[config.mk]
export PLATFORM = sky130hd
export DESIGN_NAME = plden_front
export DESIGN_NICKNAME = d
export VERILOG_FILES = /design/src/sv/plden_pkg.sv /design/src/sv/plden_front.sv
export SDC_FILE = /design/constraint.sdc
export NUM_CORES = 1
export LEC_CHECK = 0
export BUFFER_PORTS_ARGS = -buffer_cell sky130_fd_sc_hd__buf_2
export CAP_MARGIN = 15
export CORE_ASPECT_RATIO = 1.2
export CORE_MARGIN = 2
export CORE_UTILIZATION = 25
export DETAILED_ROUTE_END_ITERATION = 10
export SLEW_MARGIN = 20
export SYNTH_ARGS = -nofsm -noshare
export SYNTH_HDL_FRONTEND = slang
export SYNTH_SLANG_ARGS = --single-unit
[constraint.sdc]
create_clock -name clock -period 2 [get_ports clock]
set_input_delay 0.3 -clock clock [delete_from_list [all_inputs] [get_ports clock]]
set_output_delay 0.3 -clock clock [all_outputs]
set_load 0.005 [all_outputs]
[src/sv/plden_pkg.sv]
`default_nettype none
package plden_pkg;

   localparam int RES_WIDTH = 23;
   localparam int KIND_WIDTH = 2;

   localparam logic [KIND_WIDTH-1:0] KIND_INSERT = 2'd0;
   localparam logic [KIND_WIDTH-1:0] KIND_POINT  = 2'd1;
   localparam logic [KIND_WIDTH-1:0] KIND_FLUSH  = 2'd2;

   localparam logic OP_POINT  = 1'b0;
   localparam logic OP_PEN_UP = 1'b1;

   localparam logic [RES_WIDTH-1:0] RES_RESET = 23'd256;

   typedef enum logic [1:0] {
      CMD_FLUSH,
      CMD_START,
      CMD_SEGMENT
   } cmd_type;

endpackage
`default_nettype wire

[src/sv/plden_front.sv]
`default_nettype none
module plden_front
   import plden_pkg::*;
#(
   parameter int COORD_WIDTH = 24
) (
   input  wire logic                          clock,
   input  wire logic                          reset,
   input  wire logic                          accept,
   input  wire logic                          op,
   input  wire logic signed [COORD_WIDTH-1:0] pos_x,
   input  wire logic signed [COORD_WIDTH-1:0] pos_y,
   output cmd_type                            cmd_kind,
   output logic signed      [COORD_WIDTH-1:0] anchor_x,
   output logic signed      [COORD_WIDTH-1:0] anchor_y
);
   logic                          line_start_ff;
   logic signed [COORD_WIDTH-1:0] anchor_x_ff, anchor_y_ff;

   // classify against the state left by the previous beat
   always_comb begin
      if (op == OP_PEN_UP) begin
         cmd_kind = CMD_FLUSH;
      end else if (line_start_ff) begin
         cmd_kind = CMD_START;
      end else begin
         cmd_kind = CMD_SEGMENT;
      end
   end

   assign anchor_x = anchor_x_ff;
   assign anchor_y = anchor_y_ff;

   always_ff @(posedge clock) begin
      if (reset) begin
         line_start_ff <= 1'b1;
         anchor_x_ff   <= '0;
         anchor_y_ff   <= '0;
      end else if (accept) begin
         if (op == OP_PEN_UP) begin
            line_start_ff <= 1'b1;
         end else begin
            line_start_ff <= 1'b0;
            anchor_x_ff   <= pos_x;
            anchor_y_ff   <= pos_y;
         end
      end
   end
endmodule
`default_nettype wire

[Word-level counts from Yosys, hierarchy flattened]
Index checks and enable logic that the tools add are counted.
Storage, ports and cells
  flip-flop bits (word level): 49
  bits in latches: 0
  bits in writable memories: 0
  bits in read-only memories: 0
  input port bits: 52
  word-level logic and storage cells: 8
  memories kept: 0
Cells by class
  add/subtract/negate cells: 0
  multipliers: 0
  div/mod/pow operators: 0
  magnitude comparators: 0
  equal/unequal tests: 0
  shift-type cells: 0
  muxes and demuxes: 3
  bitwise gates (word level): 1
  reduce and logical (&&, ||, !) cells: 1
Operators with widths (count)
  2-to-1 mux 2 bit: 2
  AND reduction 2 bit: 1
  2-to-1 mux 1 bit: 1
  NOT 1 bit: 1

[Longest topological paths before layout]
  depth in word-level cells: 2
  gate-level depth with buffers: 4
  gate-level depth less buffers: 2

[Worst setup path after synthesis]
No wires, ideal clock.
  path kind: input to register
  start point: in accept
  end point: reg line_start_ff
  setup time: 120 ps
  arrival time: 775 ps
  path slack: 1105 ps
  stages on the path: 4
  buffers on the path: 2
  cells stage by stage: nor2b_4 -> buf_6 -> buf_8 -> o21bai_2
RTL lines
  from (decl): RTL line plden_front.sv:9  | input wire logic accept,
  to (signal assigned): RTL line plden_front.sv:36  | line_start_ff <= 1'b1;
  to (signal assigned): RTL line plden_front.sv:41  | line_start_ff <= 1'b1;
  to (signal assigned): RTL line plden_front.sv:43  | line_start_ff <= 1'b0;
  to (decl): RTL line plden_front.sv:17  | logic line_start_ff;

[Worst setup path in the final report]
  start point: reg line_start_ff
  end point: out cmd_kind[0]
Between the ends
  longest elaborated chain between the ends: 2
Ends and longest elaborated chain
  2-to-1 mux 2 bit: RTL line plden_front.sv:24  | end else if (line_start_ff) begin
  2-to-1 mux 2 bit: RTL line plden_front.sv:22  | if (op == OP_PEN_UP) begin
  to (decl): RTL line plden_front.sv:13  | output cmd_type cmd_kind,
Every way passes these cells.

==> run_results.csv <==
group,metric,value,unit
routing,wl_per_cell,13.1,µm
sta,finalCritPeriodShare,0.607,
job,cap_violations,0,
global_route,grt_pass1_wl,9110,µm
global_route,grt_max_degree,96,
yosys,post-synth-top-area-fraction,0.432,
sta,worst_slew_pin_slew,0.410,ns
routing,drt_iter0_markers,59,
global_route,grt_overflow_total,0,
layout,nets,363,
placement,place_congestion,0.635,
layout,syn_to_final_growth,29.3,%
critical_path,slowest_delay,0.37,ns
die,std_cell_rows,38,
routing,vias,1947,
critical_path,worstSetupPathType,"flop to output pin",
sta,setup_viol,0,
layout,final_common_cell,"buf_2",
die,die_area,9870,µm²
critical_path,reg2reg_slack,1.36,ns
yosys,synth.largest_area_cell,"dfxtp_1",
layout,mostFrequentLayoutCells,"buf_2 (101), dfxtp_1 (49), nand2b_1 (48), nand4bb_1 (48), o21ai_1 (21)",
yosys,synth_seq_cells,49,
cts,postCtsHoldBufs,0,
sta,final.min_clock_period,1.21,ns
cts,ctsResizeCount,0,
status,status,"finished, final reports clean",
routing,drc,0,
layout,fill_cells,973,
cts,cts_buffers,5,
sta,slew_headroom,0.727,
routing,drtPass1Iterations,4,
yosys,seq_area_frac_synth,0.432,
routing,wl,5650,µm
yosys,avgSynthCellArea,10.2,µm²
sta,holdWs,0.254,ns
sta,rsz0062_at_grt,"no",
critical_path,crit_chain,"nor2b_1, buf_2",
cts,path_clk_slew,0.10,ns
routing,drt-vias-per-instance,4.51,
power_and_ir_drop,p_sw,0.000485,W
die,ios,102,
critical_path,cpMaxStageDelayCell,"dfxtp_1",
sta,fin_ws,0.785,ns
power_and_ir_drop,p_seq_frac,0.551,
cts,tritoncts,"done",
layout,final_cell_area,2940,µm²
yosys,synth_nets,275,
global_route,antenna_found_initial,0,
cts,cts_buffer_depth,2,
sta,slew_viol_final,0,
yosys,syn_inst,223,
sta,clock.fmax,823,MHz
cts,worstSkewPairLatency,0.29,ns
yosys,synth_area,2270,µm²
yosys,ys_types,16,
layout,drive_above_1_share,0.397,
sta,finalClockSkew,0,ns
power_and_ir_drop,p_int,0.00142,W
critical_path,startpoint_type,"flop",
placement,hpwlAfterDp,3720,µm
cts,htree_levels,2,
placement,placed_cell_area,2850,µm²
critical_path,crit_path_max_fanout,3,
critical_path,cp.arrival,0.91,ns
global_route,track_usage,0.115,
power_and_ir_drop,peakVddDrop,0.284,mV
hold_path,hp-class,"input port to flop",
critical_path,cp-end-kind,"output pin",
sta,final.setup.tns,0,ns
power_and_ir_drop,combPwrFrac,0.147,
layout,diodes,0,
die,initial_core_util,0.254,
die,die_x,91.0,µm
power_and_ir_drop,power.density,648,nW/µm²
placement,dp_slack,0.689,ns
yosys,synthTopCellsByArea,"dfxtp_1 (43%), nand4bb_1 (24%), nand2b_1 (13%)",
placement,io_buffers,101,
sta,hold_viol_final,0,
cts,post_cts_buffers,0,
yosys,yosys_warnings,0,
global_route,grt_pass1_vias,1936,
power_and_ir_drop,swShare,0.255,
die,core-area,8940,µm²
die,die_h,108,µm
routing,ant_nets,0,
critical_path,required,1.70,ns
cts,clock-sinks,49,
cts,cts_root_buf,"clkbuf_8",
power_and_ir_drop,leakagePower,1.22,nW
power_and_ir_drop,power.share.clock,0.302,
## per-layer routing
layer / up-vias / track usage / part of all wire
met4: 0 / 0.0346 / 0.014
met1: 905 / 0.134 / 0.46
li1: 969 / - / -
met2: 66 / 0.204 / 0.46
met3: 7 / 0.0341 / 0.060
met5: - / 0 / 0
## flip-flops by register name, summed over array words and instances, names as in the netlist
register and count:
anchor_x 24, anchor_y 24, line_start_ff 1
## worst paths after layout
kind,from,cells past startpoint,end
worst max-delay path,line_start_ff,2,cmd_kind[0]
worst min-delay path,pos_y[3],3,anchor_y[3]
worst max register to register,line_start_ff,2,line_start_ff
worst min register to register,anchor_y[18],2,anchor_y[18]
## cell type report
| cell class | instances | area (µm²) | area share |
|---|---|---|---|
| clock buffer | 6 | 72.6 | 0.0247 |
| clock inverter | 2 | 10.0 | 0.00341 |
| multi-input combinational | 149 | 1150 | 0.393 |
| sequential | 49 | 981 | 0.334 |
| tap | 120 | 150 | 0.0512 |
| timing repair buffer | 106 | 568 | 0.194 |
## per-stage QoR
stage	std cells	power, W	util
final	432	0.00190	0.328
after global routing	432	0.00202	0.328
after CTS	432	0.00195	0.328
after detailed placement	424	0.00136	0.319
after global placement	424	0.00135	0.319
after floorplan	223	0.00123	-
## worst max-delay path: cells and delay by family, from the launching register on
family                 cells  cell delay [ns]
buffers and inverters      1             0.12
DFF                        1             0.37
and+or+nand+nor            1             0.14
## cell usage after synthesis
library cell / count
o21ai_1: 21
nor2_1: 2
buf_2: 3
nand2b_1: 48
o21ai_0: 18
o21ai_2: 9
clkbuf_2: 4
o21bai_2: 1
buf_4: 2
nor2b_4: 1
nor2b_1: 1
buf_6: 2
clkbuf_1: 13
nand4bb_1: 48
dfxtp_1: 49
buf_8: 1
## logic make-up after synthesis
group | Yosys count | synth area share
AO/OA/AOI/OAI | 49 | 0.126
buffers and inverters | 25 | 0.0601
flip-flops | 49 | 0.432
AND/OR/NAND/NOR | 100 | 0.382
## power by group through the flow
| stage | logic (W) | clock network [W] | registers, W |
|---|---|---|---|
| CTS | 0.000286 | 0.000618 | 0.00105 |
| global route | 0.000311 | 0.000658 | 0.00105 |
| detailed placement | 0.000286 | 0 | 0.00107 |
| finish | 0.000280 | 0.000575 | 0.00105 |
| global placement | 0.000282 | 0 | 0.00107 |
| floorplan | 0.000153 | 0 | 0.00107 |
No activity file was read; power rests on OpenSTA's default activity.
