<file path="src/sv/plden_queue.sv">
`default_nettype none
module plden_queue #(
   parameter int WIDTH = 8
) (
   input  wire logic             clock,
   input  wire logic             reset,
   input  wire logic             push,
   input  wire logic [WIDTH-1:0] push_data,
   output logic                  full,
   input  wire logic             pop,
   output logic                  not_empty,
   output logic      [WIDTH-1:0] head
);
   logic [WIDTH-1:0] slot_ff [2];
   logic             wr_ptr_ff, rd_ptr_ff;
   logic [1:0]       count_ff;

   assign full      = (count_ff == 2'd2);
   assign not_empty = (count_ff != 2'd0);
   assign head      = slot_ff[rd_ptr_ff];

   always_ff @(posedge clock) begin
      if (reset) begin
         wr_ptr_ff <= 1'b0;
         rd_ptr_ff <= 1'b0;
         count_ff  <= 2'd0;
      end else begin
         if (push) begin
            wr_ptr_ff <= ~wr_ptr_ff;
         end
         if (pop) begin
            rd_ptr_ff <= ~rd_ptr_ff;
         end
         if (push && !pop) begin
            count_ff <= count_ff + 2'd1;
         end else if (pop && !push) begin
            count_ff <= count_ff - 2'd1;
         end
      end
   end

   always_ff @(posedge clock) begin
      if (push) begin
         slot_ff[wr_ptr_ff] <= push_data;
      end
   end
endmodule
`default_nettype wire

</file>
<file path="config.mk">
export PLATFORM = sky130hd
export DESIGN_NAME = plden_queue
export DESIGN_NICKNAME = d
export VERILOG_FILES = /design/src/sv/plden_queue.sv
export SDC_FILE = /design/constraint.sdc
export NUM_CORES = 1
export LEC_CHECK = 0
export BUFFER_PORTS_ARGS = -buffer_cell sky130_fd_sc_hd__buf_2
export CAP_MARGIN = 20
export CORE_MARGIN = 3
export CORE_UTILIZATION = 35
export CTS_BUF_LIST = sky130_fd_sc_hd__clkbuf_4
export DETAILED_ROUTE_END_ITERATION = 8
export SYNTH_ARGS = -nofsm -noshare
export SYNTH_HDL_FRONTEND = slang
export SYNTH_SLANG_ARGS = --single-unit
</file>
<file path="constraint.sdc">
create_clock -name clock -period 3.25 [get_ports clock]
set_input_delay 0 -clock clock [delete_from_list [all_inputs] [get_ports clock]]
set_output_delay 0 -clock clock [all_outputs]
set_load 0.01 [all_outputs]
</file>
Yosys cells after proc, flatten, opt, wreduce, memory -nomap -nowiden
Memories as Yosys holds them, arrays and structs flattened. A register that Yosys moved wholly into a read port is not among the register bits.
Cells that the tools add are included.
W data, S select, Z words.
{"block": "word_totals", "input_bits": 12, "out_inout_bits": 10, "wordCells": 21, "reg_bits": 4, "n_memories": 1, "mem_bits_rw": 16}
{"memory": "slot_ff", "depth": 2, "word_bits": 8, "read_ports": 1, "rd_clocked_by_memory_dff": 1, "write_ports": 1, "line_no": "14", "source": "logic [WIDTH-1:0] slot_ff [2];"}
{"block": "classes", "n_addsub": 2, "muxes": 6, "n_reduce_logical": 6, "eq_ne": 1, "bitwise_logic": 2}
{"op": "$mux W1", "count": 4}
{"op": "$mux W2", "count": 2}
{"op": "$reduce_bool A2 Y1", "count": 2}
{"op": "$add A2 B1 Y2 const B", "count": 1}
{"op": "$eq A2 B2 Y1 const B", "count": 1}
{"op": "$logic_and A1 B1 Y1", "count": 2}
{"op": "$logic_not A1 Y1", "count": 2}
{"op": "$not A1 Y1", "count": 2}
{"op": "$sub A2 B1 Y2 const B", "count": 1}

Longest topological paths before layout
Gate-level depths: netlist of the first run.
{"block": "logic_depth", "word_depth": 4, "depth_mapped": 5, "ltp_nobuf": 5}

Least setup slack after synthesis of the first run
Ideal clock, no wire load.
{"block": "synth_path", "path_type": "reg-to-reg", "start": "register wr_ptr_ff", "end": "memory slot_ff[0][0] (enable)", "synth_period_minus_slack_ps": 1088, "path_stages_with_launch": 2, "n_path_buf": 0, "arrival_time_ps": 715, "required_time_ps": 2877, "setup_ps": 373, "setup_slack_ps": 2162, "cell_sequence": "dfxtp_1 > nor2b_1"}
{"item": "start, declared", "line_no": "15", "source": "logic wr_ptr_ff, rd_ptr_ff;"}
{"item": "start signal, assigned", "line_no": "29", "source": "wr_ptr_ff <= ~wr_ptr_ff;"}
{"item": "end, declared", "line_no": "14"}
Straight into the memory's write port.

==> results of run 1 <==
-- report_power, final --
| group | switching, mW | total, mW | internal, mW | leakage (nW) |
|---|---|---|---|---|
| Clock | 0.0761 | 0.122 | 0.0458 | 0.0177 |
| Sequential | 0.0110 | 0.321 | 0.310 | 0.192 |
| Combinational | 0.0345 | 0.0803 | 0.0458 | 0.211 |
-- state kept, by name, indices dropped and copies added (netlist names), named ones only --
signal,flops
wr_ptr_ff,1
slot_ff,16
rd_ptr_ff,1
count_ff,2
-- Yosys cell counts --
master / count
sky130_fd_sc_hd__xnor2_1: 2
sky130_fd_sc_hd__edfxtp_1: 16
sky130_fd_sc_hd__and2_1: 1
sky130_fd_sc_hd__a21oi_1: 1
sky130_fd_sc_hd__mux2_2: 8
sky130_fd_sc_hd__nor2_1: 4
sky130_fd_sc_hd__dfxtp_1: 5
sky130_fd_sc_hd__nor2b_1: 1
sky130_fd_sc_hd__or2_2: 1
sky130_fd_sc_hd__buf_2: 1
sky130_fd_sc_hd__o21ai_0: 1
sky130_fd_sc_hd__xor2_1: 2
sky130_fd_sc_hd__or3_1: 1
sky130_fd_sc_hd__ha_1: 1
sky130_fd_sc_hd__inv_1: 1
sky130_fd_sc_hd__and2b_2: 1
-- critical path, stage by stage, from the launching register on --
cell and delay [ns]:
sky130_fd_sc_hd__dfxtp_1 0.56, sky130_fd_sc_hd__mux2_2 0.39, sky130_fd_sc_hd__buf_2 0.14
-- kinds of logic after synthesis --
kind of cell    Yosys count  share of synthesized area [%]
flops                    21                           73.9
simple gates              9                           6.21
mux                       8                           11.5
xor+xnor                  4                           4.46
compound gates            2                           1.27
buf+inv                   2                           1.11
fa+ha+maj                 1                           1.59
-- layer usage --
metal | part of all wire [%] | vias to the layer above | global-route usage, %
li1 | - | 237 | -
met1 | 43 | 213 | 10.7
met2 | 51 | 13 | 17.6
met3 | 5.0 | 2 | 2.54
met4 | 0.66 | 0 | 5.11
met5 | 0 | - | 0
-- stage by stage --
stage                     instances  area [um2]  total power [mW]
after floorplan                  47         786             0.370
after global placement           94         920             0.398
after detailed placement         94         920             0.400
after CTS                       108        1050             0.530
after global routing            108        1050             0.554
final                           108        1050             0.523
-- how the worst min path moves through the flow --
| stage | from | endpoint | cells past startpoint |
|---|---|---|---|
| 6_report | push | wr_ptr_ff$_SDFFE_PP0P_ | 3 |
| 5_1_grt | push | wr_ptr_ff$_SDFFE_PP0P_ | 3 |
| 4_1_cts | push | wr_ptr_ff$_SDFFE_PP0P_ | 3 |
| 3_5_place_dp | push_data[0] | slot_ff[0][0]$_DFFE_PP_ | 1 |
| 3_3_place_gp | push_data[5] | slot_ff[1][5]$_DFFE_PP_ | 1 |
| 2_1_floorplan | reset | count_ff[1]$_SDFFE_PP0P_ | 1 |
-- cell type report --
| cell class | count | area share [%] |
|---|---|---|
| flip-flops and latches | 21 | 55.4 |
| clock inverters | 1 | 0.478 |
| well taps | 27 | 3.23 |
| inverters | 1 | 0.358 |
| clock buffers | 3 | 2.15 |
| multi-input cells | 24 | 18.8 |
| repair buffers | 31 | 19.6 |
-- cell usage in the layout, fill, tap and decap left out, drive strengths merged --
cell         count
mux2             8
nor2b            1
or3              1
buf             21
ha               1
and2             1
or2              1
nor2             4
edfxtp          16
o21ai            1
clkbuf           3
xor2             2
inv              1
xnor2            2
clkinv           1
dlygate4sd3     10
dfxtp            5
a21oi            1
and2b            1
==> results.tsv, run 1 <==
stage	metric	value	unit
timing	setup repair after global routing missed its margin	no	
clock_tree	number of buffers inserted during clock tree synthesis	3	
final_layout	fill cell total of the finished layout	198	
critical_path	crit path DAT	1.38	ns
timing	slew of the pin with the lowest slew margin	0.651	ns
critical_path	reg2reg start	wr_ptr_ff$_SDFFE_PP0P_	
critical_path	Critical path destination	head[6]	
global_routing	total global routing overflow	0	
critical_path	sort of element at the end of the critical path	output port	
final_layout	area of combinational cells with multiple inputs	196	um2
placement	number of buffers inserted by port buffering	21	
outcome	failing checks	hold timing	
critical_path	Reg2Reg Depth	1	
timing	period utilisation layout	42.6	%
floorplanning	horizontal extent of the die	53.4	um
logic_synthesis	cell accounting for the most synthesized area	sky130_fd_sc_hd__edfxtp_1	
global_routing	vias in the first global route	466	
timing	final-report hold violation count	1	
final_layout	area growth from synthesis to layout	33.3	%
placement	Routability Congestion	0.636	
critical_path	reg-to-reg setup timing slack	2.03	ns
final_layout	final standard cell utilization of the core	51.3	%
floorplanning	die height	53.4	um
timing	Max Slew Vio Count	0	
logic_synthesis	synthesized flop and latch total	21	
critical_path	CP Max Fanout	8	
logic_synthesis	area of the mapped netlist	786	um2
power	leakage power of the design	0.421	nW
clock_tree	Post-CTS Resized	0	
clock_tree	number of H-tree branching levels	1	
worst_hold_path	Hold Path Class	input pin to flip-flop	
timing	minimum period implied by the final worst setup slack	1.38	ns
global_routing	wire length of the first global-routing pass	1.94	mm
logic_synthesis	share of Yosys cell area claimed by the top area cell type	61.1	%
clock_tree	clock network latency to the later pin of the worst-skew pair	0.29	ns
timing	max-slew headroom at the worst pin	56.5	%
final_layout	final net count	95	
logic_synthesis	nets in the synthesized netlist	60	
routing	number of remaining DRC errors	0	
routing	average wire per cell in the routed design	11.2	um
logic_synthesis	largest cells by area after synthesis	sky130_fd_sc_hd__edfxtp_1 61%, sky130_fd_sc_hd__dfxtp_1 13%, sky130_fd_sc_hd__mux2_2 11%	
critical_path	critical path class	flip-flop to output port	
routing	post-detailed-route via-to-cell ratio	4.31	
power	pwr dens	499	nW/um2
power	worst vdd rail ir drop	325	uV
floorplanning	std cell rows	16	
routing	DRT Wirelength	1.21	mm
clock_tree	Post-CTS Setup Repair Bufs	0	
clock_tree	post-CTS clock slew at the launch and capture registers of the worst setup and hold paths	0.11	ns
clock_tree	CTS tree	built	
global_routing	all-layer global routing usage	9.93	%
floorplanning	I/O pin count	22	
floorplanning	effective utilization at floorplan	38.5	%
final_layout	ratio of cells with drive above 1 in the final layout	43.2	%
logic_synthesis	Yosys warning total	0	
clock_tree	count of clock tree sinks	21	
final_layout	sequential standard cell area	581	um2
logic_synthesis	portion of the post-synthesis area used by sequential elements	73.9	%
routing	first drt pass iteration count	2	
critical_path	Startpoint Class	flip-flop	
timing	Max Clock Skew	0.00220	ns
timing	highest clock frequency the design can meet	0.722	GHz
outcome	status	finished with violations	
routing	number of antenna-violating nets in the routed design	0	
clock_tree	Bufs on Longest Clock Path	2	
routing	via count	465	
timing	number of setup violations in the final report	0	
critical_path	data required time of the critical path	3.25	ns
global_routing	initial antenna violation count	0	
critical_path	endpoint of the worst-slack reg-to-reg timing path	slot_ff[0][0]$_DFFE_PP_	
floorplanning	Floorplan Core Area	2040	um2
timing	Setup TNS	0	ns
logic_synthesis	synthesized instance count	47	
placement	worst setup slack before clock tree synthesis	2.02	ns
final_layout	number of inserted diodes	0	
clock_tree	clock root buffer	sky130_fd_sc_hd__clkbuf_4	
clock_tree	count of hold buffers inserted by post-cts repair	10	
logic_synthesis	distinct cell type count after synthesis	16	
logic_synthesis	per-instance average area after synthesis	16.7	um2
placement	total half-perimeter wirelength after legalization and detailed placement	862	um
timing	worst-case setup margin in the final layout	1.87	ns
routing	initial drt markers	4	
floorplanning	Die Outline Area	2850	um2
run	max-cap violations	0	
global_routing	maximum number of pins on one net before global-route repair	13	
timing	worst-case hold slack	-0.000232	ns
No activity file was read; power rests on OpenSTA's default activity.
==> run 2, diff against run 1 <==
==> constraint.sdc (replaced) <==
create_clock -name clock -period 1.3 [get_ports clock]
set_input_delay 0 -clock clock [delete_from_list [all_inputs] [get_ports clock]]
set_output_delay 0 -clock clock [all_outputs]
set_load 0.01 [all_outputs]
==> run 2 against run 1 <==
Effect of this change: the flow now finishes without violations; register-to-register slack worse by 1.8 ns; global-route usage up 0.17 points; largest power group unchanged; critical endpoint is now count_ff[1]$_SDFFE_PP0P_; clock power rose to 2.6 times the previous value; die area unchanged; sequential cell count unchanged.
==> results.tsv, run 2 (synthesized netlist as in run 1, its figures left out) <==
stage	metric	value	unit	change
floorplanning	horizontal extent of the die	53.4	um	unchanged
timing	highest clock frequency the design can meet	0.833	GHz	
timing	final-report hold violation count	0		was 1
floorplanning	Floorplan Core Area	2040	um2	unchanged
clock_tree	clock network latency to the later pin of the worst-skew pair	0.29	ns	about the same
global_routing	wire length of the first global-routing pass	1.94	mm	unchanged
outcome	status	finished, final reports clean		was finished with violations
floorplanning	std cell rows	16		unchanged
final_layout	most frequent standard cell in the layout excluding fill and tap cells	sky130_fd_sc_hd__buf_2		unchanged
clock_tree	count of clock tree sinks	21		unchanged
floorplanning	I/O pin count	22		unchanged
critical_path	delay contributed by the slowest stage of the critical path	0.53	ns	was 0.56 ns
final_layout	number of inserted diodes	0		unchanged
final_layout	final net count	98		was 95
clock_tree	Bufs on Longest Clock Path	2		unchanged
final_layout	final instance count without filler cells	111		was 108
routing	first drt pass iteration count	2		unchanged
power	pwr dens	1220	nW/um2	was 499 nW/um2
power	leakage power of the design	0.436	nW	was 0.421 nW
global_routing	total global routing overflow	0		unchanged
global_routing	maximum number of pins on one net before global-route repair	12		was 13
routing	number of remaining DRC errors	0		unchanged
final_layout	register bank with the most flops	slot_ff		unchanged
critical_path	CP Max Fanout	3		was 8
routing	initial drt markers	3		was 4
clock_tree	clock root buffer	sky130_fd_sc_hd__clkbuf_4		unchanged
global_routing	initial antenna violation count	0		unchanged
timing	number of setup violations in the final report	0		unchanged
clock_tree	post-CTS clock slew at the launch and capture registers of the worst setup and hold paths	0.10	ns	was 0.11 ns
final_layout	post-route cell area	1090	um2	was 1050 um2
global_routing	vias in the first global route	444		was 466
clock_tree	number of buffers inserted during clock tree synthesis	3		unchanged
global_routing	all-layer global routing usage	10.1	%	was 9.93%
floorplanning	Die Outline Area	2850	um2	unchanged
timing	Max Clock Skew	0.00256	ns	was 0.00220 ns
run	max-cap violations	0		unchanged
clock_tree	number of H-tree branching levels	1		unchanged
final_layout	ratio of cells with drive above 1 in the final layout	46.4	%	was 43.2%
timing	max-slew headroom at the worst pin	74.5	%	was 56.5%
placement	Routability Congestion	0.642		was 0.636
critical_path	crit path DAT	1.43	ns	was 1.38 ns
timing	Setup TNS	0	ns	unchanged
final_layout	most used cells in the layout excluding fill and tap cells	21 x sky130_fd_sc_hd__buf_2, 16 x sky130_fd_sc_hd__edfxtp_1, 11 x sky130_fd_sc_hd__dlygate4sd3_1, 8 x sky130_fd_sc_hd__mux2_2		was 21 x sky130_fd_sc_hd__buf_2, 16 x sky130_fd_sc_hd__edfxtp_1, 10 x sky130_fd_sc_hd__dlygate4sd3_1, 8 x sky130_fd_sc_hd__mux2_2, 5 x sky130_fd_sc_hd__dfxtp_1
routing	number of antenna-violating nets in the routed design	0		unchanged
critical_path	sort of element at the end of the critical path	flip-flop		was output port
critical_path	cells along the critical path	dlygate4sd3_1, buf_2, inv_1, ha_4, or3_1, a21oi_1		was mux2_2, buf_2
floorplanning	die height	53.4	um	unchanged
power	worst vdd rail ir drop	902	uV	was 325 uV
placement	number of buffers inserted by port buffering	21		unchanged
routing	average wire per cell in the routed design	11.3	um	was 11.2 um
critical_path	critical path class	input pin to flip-flop		was flip-flop to output port
timing	period utilisation layout	92.3	%	
timing	slew of the pin with the lowest slew margin	0.382	ns	was 0.651 ns
final_layout	fill cell total of the finished layout	195		was 198
floorplanning	effective utilization at floorplan	38.5	%	unchanged
final_layout	area growth from synthesis to layout	38.9	%	was 33.3%
routing	post-detailed-route via-to-cell ratio	4.23		was 4.31
critical_path	Startpoint Class	input pin		was flip-flop
timing	Max Slew Vio Count	0		unchanged
final_layout	biggest regs	slot_ff x16, count_ff x2		unchanged
final_layout	number of flip-flops in the largest register	16		unchanged
placement	Cell Area, Placed	935	um2	was 920 um2
routing	via count	470		was 465
placement	number of cells after detailed placement	96		was 94
routing	DRT Wirelength	1.26	mm	was 1.21 mm
timing	minimum period implied by the final worst setup slack	1.20	ns	
clock_tree	CTS tree	built		unchanged
critical_path	cell at the slowest stage of the critical path	sky130_fd_sc_hd__dlygate4sd3_1		was sky130_fd_sc_hd__dfxtp_1
worst_hold_path	Hold Path Class	input pin to flip-flop		unchanged
critical_path	data required time of the critical path	1.53	ns	was 3.25 ns
placement	total half-perimeter wirelength after legalization and detailed placement	868	um	was 862 um
timing	setup repair after global routing missed its margin	no		unchanged
[run 2: area by class of cell]
cell class                      count  area (um2)  share of cell area, %
Sequential cell                    21         584                   53.6
Timing Repair Buffer               34         230                   21.1
Multi-Input combinational cell     24         209                   19.2
Tap cell                           27        33.8                   3.10
Clock buffer                        4        30.0                   2.75
Inverter                            1        3.75                  0.344
[run 2: what timing repair did]
action                     in CTS  in global routing
hold endpoints to repair       21                  0
hold buffers                   11                  0
setup endpoints to repair       8                  9
resized for setup               1                  2
setup buffers                   0                  0
[run 2: report_power, final]
group          switching (mW)  total [mW]  internal (mW)
clock                   0.175       0.316          0.140
combinational          0.0907       0.217          0.126
sequential             0.0282       0.803          0.775
[run 2: path summary, 6_finish.rpt]
path                                  from                        to  slack [ns]  cells after the start
setup / recovery                       pop  count_ff[1]$_SDFFE_PP0P_         0.1                      6
setup reg to reg    wr_ptr_ff$_SDFFE_PP0P_   slot_ff[1][5]$_DFFE_PP_        0.22                      1
hold reg to reg   count_ff[1]$_SDFFE_PP0P_  count_ff[1]$_SDFFE_PP0P_        0.51                      2
hold / removal                push_data[1]   slot_ff[0][1]$_DFFE_PP_        0.42                      2
[run 2: metrics by stage]
step / utilization [%] / hold slack (ns) / total power, mW / setup WS (ns)
finish: 53.4 / 0.422 / 1.34 / 0.0996
global route: 53.4 / 0.407 / 1.42 / 0.0220
global placement: 45.8 / 0.189 / 1.00 / 0.217
CTS: 52.7 / 0.412 / 1.35 / 0.0389
floorplan: - / 0.0691 / 0.926 / 0.212
detailed placement: 45.8 / 0.192 / 1.01 / 0.220
[run 2: layer usage]
| layer | global-route usage [%] | vias up | wire length, um |
|---|---|---|---|
| li1 | - | 243 | - |
| met1 | 10.9 | 214 | 545 |
| met2 | 16.5 | 13 | 639 |
| met3 | 4.51 | 0 | 73 |
| met4 | 5.11 | 0 | 0 |
| met5 | 0 | - | 0 |
[run 2: worst max-delay path, delay by kind of cell]
kind	cells	cell delay, ns
adder cells (fa/ha/maj)	1	0.21
AND/OR/NAND/NOR	1	0.34
AO/OA/AOI/OAI	1	0.14
buffers and inverters	3	0.75
==> run 3, diff against run 2 <==
--- a/config.mk
+++ b/config.mk
@@ -11,6 +11,7 @@
 export CORE_UTILIZATION = 35
 export CTS_BUF_LIST = sky130_fd_sc_hd__clkbuf_4
 export DETAILED_ROUTE_END_ITERATION = 8
+export PLACE_DENSITY = 0.68
 export SYNTH_ARGS = -nofsm -noshare
 export SYNTH_HDL_FRONTEND = slang
 export SYNTH_SLANG_ARGS = --single-unit
==> run 3 against run 2 <==
Effect of this change: clock power decreased by 3%; worst hold slack worse by 0.40 ns; core utilization shrank 0.49 points; count of clock-buffer cells in the layout unchanged; power fell by 0.76%; die area unchanged; register-to-register slack worse by 0.14 ns; sequential power is essentially flat; cell area decreased by 0.92%; worst setup slack worse by 0.023 ns; clock skew is 0.0019 ns higher; critical path type is now flip-flop to output port; critical endpoint is now head[6].
==> results.tsv, run 3 (synthesized netlist as in run 1, its figures left out) <==
stage	metric	value	unit	change
outcome	status	finished, final reports clean		unchanged
routing	post-detailed-route via-to-cell ratio	4.22		was 4.23
timing	Max Slew Vio Count	0		unchanged
critical_path	buffer and inverter count on the worst path	1		was 3
timing	minimum period implied by the final worst setup slack	1.22	ns	was 1.20 ns
timing	period utilisation layout	94.1	%	was 92.3%
run	max-cap violations	0		unchanged
floorplanning	Floorplan Core Area	2040	um2	unchanged
final_layout	number of flip-flops in the largest register	16		unchanged
timing	Max Clock Skew	0.00444	ns	was 0.00256 ns
power	Sw Ratio	21.5	%	was 22.0%
critical_path	reg2reg start	rd_ptr_ff$_SDFFE_PP0P_		was wr_ptr_ff$_SDFFE_PP0P_
clock_tree	Bufs on Longest Clock Path	2		unchanged
clock_tree	number of buffers inserted during clock tree synthesis	3		unchanged
routing	average wire per cell in the routed design	11.0	um	was 11.3 um
placement	number of cells after detailed placement	95		was 96
critical_path	crit path DAT	1.22	ns	was 1.43 ns
critical_path	data required time of the critical path	1.30	ns	was 1.53 ns
power	leakage power of the design	0.432	nW	was 0.436 nW
critical_path	endpoint of the worst-slack reg-to-reg timing path	rd_ptr_ff$_SDFFE_PP0P_		was slot_ff[1][5]$_DFFE_PP_
floorplanning	Die Outline Area	2850	um2	unchanged
power	pwr dens	1230	nW/um2	was 1220 nW/um2
power	part of the power in combinational logic	16.2	%	about the same
placement	number of buffers inserted by port buffering	21		unchanged
power	clock network fraction of design power	23.2	%	was 23.6%
global_routing	wire length of the first global-routing pass	1.84	mm	was 1.94 mm
worst_hold_path	hold path start	pop		was push_data[1]
global_routing	total global routing overflow	0		unchanged
final_layout	final net count	97		was 98
power	sequential group share of total power	60.6	%	was 60.1%
routing	number of remaining DRC errors	0		unchanged
placement	Cell Area, Placed	927	um2	was 935 um2
critical_path	critical path class	flip-flop to output port		was input pin to flip-flop
clock_tree	clock network latency to the later pin of the worst-skew pair	0.28	ns	was 0.29 ns
final_layout	number of inserted diodes	0		unchanged
timing	final-report hold violation count	0		unchanged
global_routing	vias in the first global route	471		was 444
routing	first drt pass iteration count	3		was 2
worst_hold_path	Hold Path Class	input pin to flip-flop		unchanged
clock_tree	clock root buffer	sky130_fd_sc_hd__clkbuf_4		unchanged
timing	slew of the pin with the lowest slew margin	0.378	ns	was 0.382 ns
critical_path	cell family with the largest share of critical-path delay	flip-flops		was buffers and inverters
clock_tree	CTS tree	built		unchanged
routing	via count	464		was 470
power	worst vdd rail ir drop	699	uV	was 902 uV
critical_path	sort of element at the end of the critical path	output port		was flip-flop
final_layout	final standard cell utilization of the core	52.9	%	was 53.4%
worst_hold_path	cell count of the worst hold path	3		was 2
clock_tree	post-CTS clock slew at the launch and capture registers of the worst setup and hold paths	0.10	ns	about the same
clock_tree	number of H-tree branching levels	1		unchanged
global_routing	maximum number of pins on one net before global-route repair	12		unchanged
final_layout	register bank with the most flops	slot_ff		unchanged
clock_tree	Post-CTS Setup Repair Bufs	0		unchanged
timing	setup repair after global routing missed its margin	no		unchanged
placement	Routability Congestion	0.654		was 0.642
critical_path	Startpoint Class	flip-flop		was input pin
final_layout	area growth from synthesis to layout	37.6	%	was 38.9%
power	net load switching power	0.286	mW	was 0.294 mW
routing	DRT Wirelength	1.21	mm	was 1.26 mm
floorplanning	I/O pin count	22		unchanged
final_layout	biggest regs	slot_ff x16, count_ff x2		unchanged
timing	number of setup violations in the final report	0		unchanged
critical_path	cell at the slowest stage of the critical path	sky130_fd_sc_hd__dfxtp_2		was sky130_fd_sc_hd__dlygate4sd3_1
final_layout	final instance count without filler cells	110		was 111
critical_path	Reg2Reg Depth	3		was 1
final_layout	ratio of cells with drive above 1 in the final layout	45.8	%	was 46.4%
final_layout	fill cell total of the finished layout	199		was 195
final_layout	most used cells in the layout excluding fill and tap cells	21 x sky130_fd_sc_hd__buf_2, 16 x sky130_fd_sc_hd__edfxtp_1, 11 x sky130_fd_sc_hd__dlygate4sd3_1, 8 x sky130_fd_sc_hd__mux2_2		unchanged
routing	number of antenna-violating nets in the routed design	0		unchanged
final_layout	most frequent standard cell in the layout excluding fill and tap cells	sky130_fd_sc_hd__buf_2		unchanged
timing	highest clock frequency the design can meet	0.817	GHz	was 0.833 GHz
floorplanning	effective utilization at floorplan	38.5	%	unchanged
global_routing	all-layer global routing usage	9.24	%	was 10.1%
floorplanning	horizontal extent of the die	53.4	um	unchanged
critical_path	delay contributed by the slowest stage of the critical path	0.44	ns	was 0.53 ns
timing	max-slew headroom at the worst pin	74.8	%	was 74.5%
clock_tree	count of clock tree sinks	21		unchanged
timing	Setup TNS	0	ns	unchanged
critical_path	CP Max Fanout	8		was 3
routing	initial drt markers	6		was 3
critical_path	reg-to-reg setup timing slack	0.08	ns	was 0.22 ns
critical_path	cells along the critical path	mux2_2, buf_2		was dlygate4sd3_1, buf_2, inv_1, ha_4, or3_1, a21oi_1
power	cell internal power dissipation	1.04	mW	about the same
floorplanning	std cell rows	16		unchanged
floorplanning	die height	53.4	um	unchanged
final_layout	post-route cell area	1080	um2	was 1090 um2
global_routing	initial antenna violation count	0		unchanged
-- run 3: layout make-up --
type / count / area [um2] / area share, %
clock buffers: 4 / 30.0 / 2.78
inverters: 1 / 3.75 / 0.347
multi-input cells: 24 / 209 / 19.3
flip-flops and latches: 21 / 582 / 53.8
well taps: 27 / 33.8 / 3.12
repair buffers: 33 / 223 / 20.6
-- run 3: power by group through the flow --
stage	Clock (mW)	Sequential, mW	Combinational, mW
4_1_cts	0.324	0.804	0.213
2_1_floorplan	0	0.804	0.122
3_5_place_dp	0	0.818	0.184
5_1_grt	0.358	0.808	0.240
3_3_place_gp	0	0.816	0.181
6_report	0.308	0.803	0.215
-- run 3: worst register-to-register path, stage by stage (launching register included) --
cell	delay (ns)
sky130_fd_sc_hd__dfxtp_1	0.32
sky130_fd_sc_hd__xnor2_1	0.20
sky130_fd_sc_hd__nor2_1	0.06
sky130_fd_sc_hd__dlygate4sd3_1	0.54
-- run 3: how the worst max path moves through the flow --
stage	start	end	slack, ns	cells after the start
after global placement	wr_ptr_ff$_SDFFE_PP0P_	slot_ff[1][4]$_DFFE_PP_	0.23	1
after floorplan	wr_ptr_ff$_SDFFE_PP0P_	slot_ff[0][0]$_DFFE_PP_	0.21	1
after global routing	flip-flop	head[6]	0.0004	2
final	flip-flop	head[6]	0.08	2
after detailed placement	wr_ptr_ff$_SDFFE_PP0P_	slot_ff[1][4]$_DFFE_PP_	0.22	1
after CTS	flip-flop	head[6]	0.05	2
-- run 3: routing by layer --
metal  vias to the layer above  global-route usage (%)  share of wire [%]
li1                        241                       -                  -
met4                         0                    3.83                  0
met3                         0                    2.54                7.5
met5                         -                       0                  0
met2                        16                    16.9                 49
met1                       207                    9.72                 44
-- run 3: what timing repair did --
action,CTS,global route
endpoints found under the setup margin,8,1
resized for setup,1,1
hold buffers,11,0
cloned,0,0
endpoints found under the hold margin,21,0
-- run 3: metrics by stage --
stage,power (mW),hold slack (ns),setup slack (ns)
after floorplan,0.926,0.0691,0.212
after global placement,0.998,0.191,0.234
after detailed placement,1.00,0.196,0.218
after CTS,1.34,0.0208,0.0479
after global routing,1.41,0.0270,0.000415
final,1.33,0.0264,0.0764
